===== src/design/asmv_pkg.sv =====
// Shared types, constants and GF(2^128) digit step for the MAC share verifier.
`timescale 1ns / 1ps

package asmv_pkg;

  localparam int unsigned FieldW  = 128;
  localparam int unsigned HalfW   = 64;
  localparam int unsigned DigitW  = 16;
  localparam int unsigned NSteps  = FieldW / DigitW;
  localparam int unsigned CntW    = $clog2(NSteps);
  localparam int unsigned AddrW   = 5;
  localparam int unsigned RedW    = DigitW + 7;

  // register index taken from paddr[4:3]
  localparam logic [1:0] RegKeyLo = 2'd0;
  localparam logic [1:0] RegKeyHi = 2'd1;
  localparam logic [1:0] RegMode  = 2'd2;

  localparam logic ModePerElement = 1'b0;
  localparam logic ModeBatched    = 1'b1;

  typedef enum logic [5:0] {
    S_IDLE = 6'b000001,
    S_MUL  = 6'b000010,
    S_ACC  = 6'b000100,
    S_FIN  = 6'b001000,
    S_CHK  = 6'b010000,
    S_OUT  = 6'b100000
  } state_e;

  typedef struct packed {
    logic load;
    logic step;
  } mul_ctrl_t;

  // acc * x^16 + a * dig, reduced by x^128 + x^7 + x^2 + x + 1
  function automatic logic [FieldW-1:0] gf_digit_step(
    input logic [FieldW-1:0] acc,
    input logic [FieldW-1:0] a,
    input logic [DigitW-1:0] dig
  );
    logic [FieldW+DigitW-1:0] w;
    logic [DigitW-1:0]        hi;
    logic [RedW-1:0]          hx;
    logic [RedW-1:0]          rd;
    w = {acc, {DigitW{1'b0}}};
    for (int i = 0; i < DigitW; i++) begin
      if (dig[i]) begin
        w = w ^ ({{DigitW{1'b0}}, a} << i);
      end
    end
    hi = w[FieldW+DigitW-1:FieldW];
    hx = {7'b0, hi};
    rd = (hx << 7) ^ (hx << 2) ^ (hx << 1) ^ hx;
    return w[FieldW-1:0] ^ {{(FieldW-RedW){1'b0}}, rd};
  endfunction

endpackage


===== src/design/asmv_gfmul.sv =====
// Digit-serial GF(2^128) multiplier, one 16-bit digit of b per step, MSB digit first.
`timescale 1ns / 1ps

module asmv_gfmul import asmv_pkg::*; (
  input  logic              clk_i,
  input  logic              rst_ni,
  input  mul_ctrl_t         ctrl_i,
  input  logic [FieldW-1:0] a_i,
  input  logic [FieldW-1:0] b_i,
  output logic [FieldW-1:0] p_o
);

  logic [FieldW-1:0] a_q, a_d;
  logic [FieldW-1:0] b_q, b_d;
  logic [FieldW-1:0] acc_q, acc_d;
  logic              busy_q, busy_d;

  always_comb begin
    a_d    = a_q;
    b_d    = b_q;
    acc_d  = acc_q;
    busy_d = busy_q;
    if (ctrl_i.load) begin
      a_d    = a_i;
      b_d    = b_i;
      acc_d  = '0;
      busy_d = 1'b1;
    end else if (ctrl_i.step && busy_q) begin
      acc_d = gf_digit_step(acc_q, a_q, b_q[FieldW-1 -: DigitW]);
      b_d   = b_q << DigitW;
    end
  end

  always_ff @(posedge clk_i or negedge rst_ni) begin
    if (!rst_ni) begin
      busy_q <= 1'b0;
    end else begin
      busy_q <= busy_d;
    end
  end

  always_ff @(posedge clk_i) begin
    a_q   <= a_d;
    b_q   <= b_d;
    acc_q <= acc_d;
  end

  assign p_o = acc_q;

endmodule


===== config.mk =====
export PLATFORM = sky130hd
export DESIGN_NAME = asmv_gfmul
export DESIGN_NICKNAME = d
export VERILOG_FILES = /design/src/design/asmv_pkg.sv /design/src/design/asmv_gfmul.sv
export SDC_FILE = /design/constraint.sdc
export NUM_CORES = 2
export LEC_CHECK = 0
export BUFFER_PORTS_ARGS = -buffer_cell sky130_fd_sc_hd__buf_2
export CAP_MARGIN = 40
export CORE_UTILIZATION = 60
export DETAILED_ROUTE_END_ITERATION = 8
export GPL_TIMING_DRIVEN = 0
export HOLD_SLACK_MARGIN = 0.1
export PLACE_DENSITY = 0.77
export REMOVE_ABC_BUFFERS = 1
export SLEW_MARGIN = 15
export SYNTH_ARGS = -nofsm -noshare
export SYNTH_HDL_FRONTEND = slang
export SYNTH_SLANG_ARGS = --single-unit

===== constraint.sdc =====
create_clock -name clk_i -period 11.05 [get_ports clk_i]
set_input_delay 1.6575 -clock clk_i [delete_from_list [all_inputs] [get_ports clk_i]]
set_output_delay 1.6575 -clock clk_i [all_outputs]
set_load 0.005 [all_outputs]

=== Yosys cells after proc, flatten, opt, wreduce, memory -nomap -nowiden ===
Cells that the tools add are included.
Widths: inputs -> output; s select.

* Register bits after elaboration: 385
* Bits of input ports: 260
* Output and inout bits: 128
* Word-level logic and storage cells: 76

* Multiplexer cells: 50
* Bitwise logic cells: 20
* Reduce and logical (&&, ||, !) cells: 2

{| class="wikitable"
|+ Operators with widths
! kind !! number
|-
| $mux 144 || 48
|-
| $mux 128 || 2
|-
| $xor 144x128->144 || 1
|-
| $xor 144x129->144 || 1
|-
| $xor 144x130->144 || 1
|-
| $xor 144x131->144 || 1
|-
| $xor 144x132->144 || 1
|-
| $xor 144x133->144 || 1
|-
| $xor 144x134->144 || 1
|-
| $xor 144x135->144 || 1
|-
| $xor 144x136->144 || 1
|-
| $xor 144x137->144 || 1
|-
| $xor 144x138->144 || 1
|-
| $xor 144x139->144 || 1
|-
| $xor 144x140->144 || 1
|-
| $xor 144x141->144 || 1
|-
| $xor 144x142->144 || 1
|-
| $xor 144x143->144 || 1
|-
| $xor 128x23->128 || 1
|-
| $xor 23x16->23 || 1
|-
| $xor 23x17->23 || 1
|-
| $xor 23x18->23 || 1
|-
| $reduce_bool 2->1 || 1
|-
| $logic_and 1x1->1 || 1
|}

=== Logic depth before layout (Yosys ltp) ===
* Word-level depth: 68
* Mapped depth: 12
* Depth with buffers taken out: 8

=== Worst setup path after synthesis ===
Ideal clock, no wire load.

* Kind: input to register
* Start point: in ctrl_i[1] (netlist name)
* End point: reg b_q[0], enable pin
* Setup time: 510 ps
* Data arrival time: 5469 ps
* Required time: 10540 ps
* Path slack: 5072 ps
* Stages on the path: 4
* Buffers on the path: 3
* Path through: clkbuf_1 > clkbuf_1 > clkbuf_1 > nand2b_1

* Longest elaborated chain between the ends: 1

{| class="wikitable"
|+ RTL lines
! element !! line !! RTL
|-
| start, declared || asmv_gfmul.sv:7 || <nowiki>input mul_ctrl_t ctrl_i,</nowiki>
|-
| $reduce_bool 2->1 (no source line) || -- ||
|-
| end signal, assigned || asmv_gfmul.sv:44 || <nowiki>b_q <= b_d;</nowiki>
|-
| end, declared || asmv_gfmul.sv:14 || <nowiki>logic [FieldW-1:0] b_q, b_d;</nowiki>
|}

No other way between the ends.
A chain may end at the register's enable or synchronous reset.

=== Final worst setup path ===
* Start point: reg b_q[119]
* End point: reg acc_q[1] (netlist: p_o[1])

* Longest elaborated chain between the ends: 38

{| class="wikitable"
|+ RTL lines
! element !! line !! RTL
|-
| $mux 144 * || asmv_pkg.sv:48 || <nowiki>if (dig[i]) begin</nowiki>
|-
| $mux 144 * || asmv_gfmul.sv:28 || <nowiki>end else if (ctrl_i.step && busy_q) begin</nowiki>
|-
| $mux 144 * || asmv_gfmul.sv:23 || <nowiki>if (ctrl_i.load) begin</nowiki>
|-
| $xor 144x136->144 || asmv_pkg.sv:49 || <nowiki>w = w ^ ({{DigitW{1'b0}}, a} << i);</nowiki>
|-
| $mux 144 * || asmv_pkg.sv:48 ||
|-
| $mux 144 * || asmv_gfmul.sv:28 ||
|-
| $mux 144 * || asmv_gfmul.sv:23 ||
|-
| $xor 144x137->144 || asmv_pkg.sv:49 ||
|-
| [... 22 more ...] || -- ||
|-
| $mux 144 * || asmv_gfmul.sv:23 ||
|-
| $xor 144x143->144 || asmv_pkg.sv:49 ||
|-
| $mux 144 * || asmv_pkg.sv:48 ||
|-
| $mux 144 * || asmv_gfmul.sv:28 ||
|-
| $mux 144 * || asmv_gfmul.sv:23 ||
|-
| $xor 23x17->23 || asmv_pkg.sv:54 || <nowiki>rd = (hx << 7) ^ (hx << 2) ^ (hx << 1) ^ hx;</nowiki>
|-
| $xor 23x16->23 || asmv_pkg.sv:54 ||
|-
| $xor 128x23->128 * || asmv_pkg.sv:55 || <nowiki>return w[FieldW-1:0] ^ {{(FieldW-RedW){1'b0}}, rd};</nowiki>
|-
| end signal, assigned || asmv_gfmul.sv:45 || <nowiki>acc_q <= acc_d;</nowiki>
|-
| end, declared || asmv_gfmul.sv:15 || <nowiki>logic [FieldW-1:0] acc_q, acc_d;</nowiki>
|}

Mark *: on every way between the ends. The rest lies on a longest branch, timed or not. The select of a mux whose other input is x is not followed.

==> impl_metrics.sql <==
INSERT INTO impl_metrics (metric_group, metric, value, unit) VALUES
('status', 'run_status', 'finished clean', ''),
('clocking', 'cts-root-to-sink-buffers', '3', ''),
('clocking', 'cts_buffers', '47', ''),
('worst_setup_path', 'crit_path_start_kind', 'flop', ''),
('worst_setup_path', 'cp_cell_sequence', 'buf_8, buf_8, buf_16, buf_16, nand2_1, xnor3_1, xnor3_1, xnor3_2, xnor3_2, xnor2_1, nand2_1, a21oi_2', ''),
('worst_setup_path', 'maximum_fanout_encountered_on_the_critical_timing_path', '16', ''),
('sta', 'fin_crit_sh', '36.0', '%'),
('sta', 'finalWorstPathRequiredPeriod', '3.98', 'ns'),
('pwr', 'cellPowerDensity', '219', 'nW/um^2'),
('sta', 'final_max_tran_viols', '0', ''),
('clocking', 'clk_pin_slew_worst_paths', '0.06', 'ns'),
('detailed_routing', 'via_count', '38600', ''),
('synth', 'top_cells_by_area_synth', 'sky130_fd_sc_hd__xnor2_1 (31%), sky130_fd_sc_hd__nand2_1 (20%), sky130_fd_sc_hd__edfxtp_1 (18%)', ''),
('cells_and_area', 'layout-drive-gt1-share', '12.8', '%'),
('floorplan', 'row_count', '96', ''),
('pwr', 'ir_drop', '0.171', 'mV'),
('worst_hold_path', 'min_from', 'p_o[40]', ''),
('synth', 'top_cells_by_count_synth', 'sky130_fd_sc_hd__nand2_1 (2,222), sky130_fd_sc_hd__xnor2_1 (1,487), sky130_fd_sc_hd__xor2_1 (510), sky130_fd_sc_hd__clkbuf_1 (393), sky130_fd_sc_hd__edfxtp_1 (256)', ''),
('place', 'dp.final_hpwl', '90700', 'um'),
('synth', 'postSynth.asyncResetShare', '0.260', '%'),
('detailed_routing', 'route.antenna.remaining_nets', '0', ''),
('sta', 'clock-skew-final', '0.0205', 'ns'),
('floorplan', 'core_region_area', '68600', 'sq um'),
('cells_and_area', 'post-route-cell-area', '47100', 'sq um'),
('sta', 'grt_setup_unrepaired', 'false', ''),
('clocking', 'post-cts-setup-buffer-count', '0', ''),
('floorplan', 'dieHeight', '265', 'um'),
('worst_setup_path', 'path_delay_family', 'XOR/XNOR gates', ''),
('cells_and_area', 'fill_cells', '5354', ''),
('sta', 'max_freq', '0.251', 'GHz'),
('cells_and_area', 'nNetsFinal', '5898', ''),
('worst_setup_path', 'r2r-start', 'b_q[119]', ''),
('sta', 'max_slew.worst_pin.slew', '0.965', 'ns'),
('cells_and_area', 'multi_input_logic_area', '29200', 'sq um'),
('synth', 'synth-warning-count', '0', ''),
('worst_setup_path', 'cp_data_arrival_time', '4.53', 'ns'),
('detailed_routing', 'wl_per_cell', '20.6', 'um'),
('synth', 'synthesis.area_per_instance', '7.43', 'sq um'),
('worst_setup_path', 'reg2reg_to', 'p_o[1]', ''),
('clocking', 'postCtsResizedCells', '0', ''),
('pwr', 'p_leak', '0.0185', 'uW'),
('detailed_routing', 'remaining_drc_errors', '0', ''),
('worst_setup_path', 'setup.reg_to_reg.worst_slack', '7.07', 'ns'),
('detailed_routing', 'dr.first_iter.drc_count', '4725', ''),
('clocking', 'htree_levels', '2', ''),
('global_routing', 'global_route_congestion_overflow_total', '0', ''),
('worst_setup_path', 'worst_r2r_path_depth', '12', ''),
('clocking', 'cts_tree', 'done', ''),
('worst_setup_path', 'crit_path_start', 'b_q[119]', ''),
('synth', 'netlist.area_leader.share', '31.3', '%'),
('worst_setup_path', 'max_stage_delay', '0.83', 'ns'),
('synth', 'synth_enable_flop_cells', '256', ''),
('synth', 'summed_instance_area_of_the_synthesized_netlist', '41600', 'sq um'),
('worst_setup_path', 'critPathRequiredTime', '11.60', 'ns'),
('clocking', 'clk_root_buffer_cell', 'sky130_fd_sc_hd__clkbuf_16', ''),
('sta', 'max_slew_margin', '35.7', '%'),
('floorplan', 'design.die.area', '70400', 'sq um'),
('place', 'placement.cell_area', '45400', 'sq um'),
('cells_and_area', 'finalCoreUtilization', '68.7', '%'),
('synth', 'yosysUniqueCellTypes', '27', ''),
('worst_setup_path', 'crit_cells', '12', ''),
('sta', 'final-hold-violation-count', '0', ''),
('synth', 'postSynth.topFlopCell', 'sky130_fd_sc_hd__edfxtp_1', ''),
('clocking', 'tritoncts_sink_count', '385', ''),
('worst_setup_path', 'worst_path_max_delay_cell', 'sky130_fd_sc_hd__edfxtp_1', ''),
('sta', 'setup-violations-final', '0', ''),
('synth', 'seq_area_frac_synth', '24.7', '%'),
('worst_setup_path', 'worstSetupEndpointType', 'flop', ''),
('clocking', 'clock_latency', '0.62', 'ns'),
('place', 'numPortBuffers', '387', ''),
('global_routing', 'grt_antenna_before_repair', '6', '');
-- layout make-up --
cell class	count	area share, %
diodes	1	0.00531
clock buffers	57	2.66
clock inverters	30	0.887
multi-input cells	4675	62.1
flip-flops and latches	385	21.8
well taps	931	2.47
repair buffers	529	10.1
-- worst min-delay path by stage --
stage	endpoint	slack, ns	cells past startpoint
5_1_grt	p_o[40]	0.50	2
6_report	p_o[40]	0.47	2
3_3_place_gp	p_o[25]	0.46	2
3_5_place_dp	p_o[40]	0.47	2
2_1_floorplan	busy_q	0.45	1
4_1_cts	p_o[40]	0.47	2
-- logic make-up after synthesis --
logic type / Yosys count / synth area share (%)
AND/OR/NAND/NOR: 2364 / 21.8
multiplexers: 112 / 3.03
buffers and inverters: 537 / 5.10
XOR/XNOR: 2017 / 43.1
AO/OA/AOI/OAI: 182 / 2.29
flip-flops: 385 / 24.7
-- cells in the final DEF, fill, tap and decap left out, drive strengths merged --
master / n
clkbuf: 57
nand2b: 1
xnor2: 1488
mux2: 112
and2: 71
dfxtp: 128
o21ai: 54
nor2: 68
or2: 1
xor2: 510
edfxtp: 256
diode: 1
xor3: 1
dfrtp: 1
bufinv: 7
a21oi: 114
xnor3: 18
nand2: 2223
a211oi: 14
clkinvlp: 1
buf: 529
inv: 6
clkinv: 16
-- metal layers --
metal	wire, um	part of all wire [%]	vias to the layer above	track usage, %
met5	46	0.034	-	0
met3	17800	13	645	8.92
li1	-	-	17000	-
met4	8380	6.2	8	23.2
met2	61500	45	2772	60.5
met1	48400	36	18100	45.1
-- state kept, by name, summed over array words and instances (netlist names) --
signal / flops
b_q: 128
a_q: 128
busy_q: 1
p_o: 128
-- where the power goes --
| group | leakage [uW] | switching [uW] | internal, uW | total [uW] |
|---|---|---|---|---|
| Combinational | 0.0141 | 3040 | 3140 | 6180 |
| Clock | 0.000812 | 714 | 989 | 1700 |
| Sequential | 0.00364 | 605 | 1840 | 2450 |
-- per-stage QoR --
stage          hold WS, ns  setup WS, ns  TNS (ns)  cells
2_1_floorplan        0.451          3.30         0   5060
3_3_place_gp         0.463         -2.32   -294.97   6378
3_5_place_dp         0.467          7.19         0   6519
4_1_cts              0.474          7.17         0   6606
5_1_grt              0.497          7.02         0   6608
6_report             0.472          7.07         0   6608
-- tightest hold or removal path: stages, from the launching register on --
cell                      delay, ns
sky130_fd_sc_hd__dfxtp_1       0.32
sky130_fd_sc_hd__nand2_1       0.06
sky130_fd_sc_hd__a21oi_1       0.05
(Power assumes the default switching activity.)
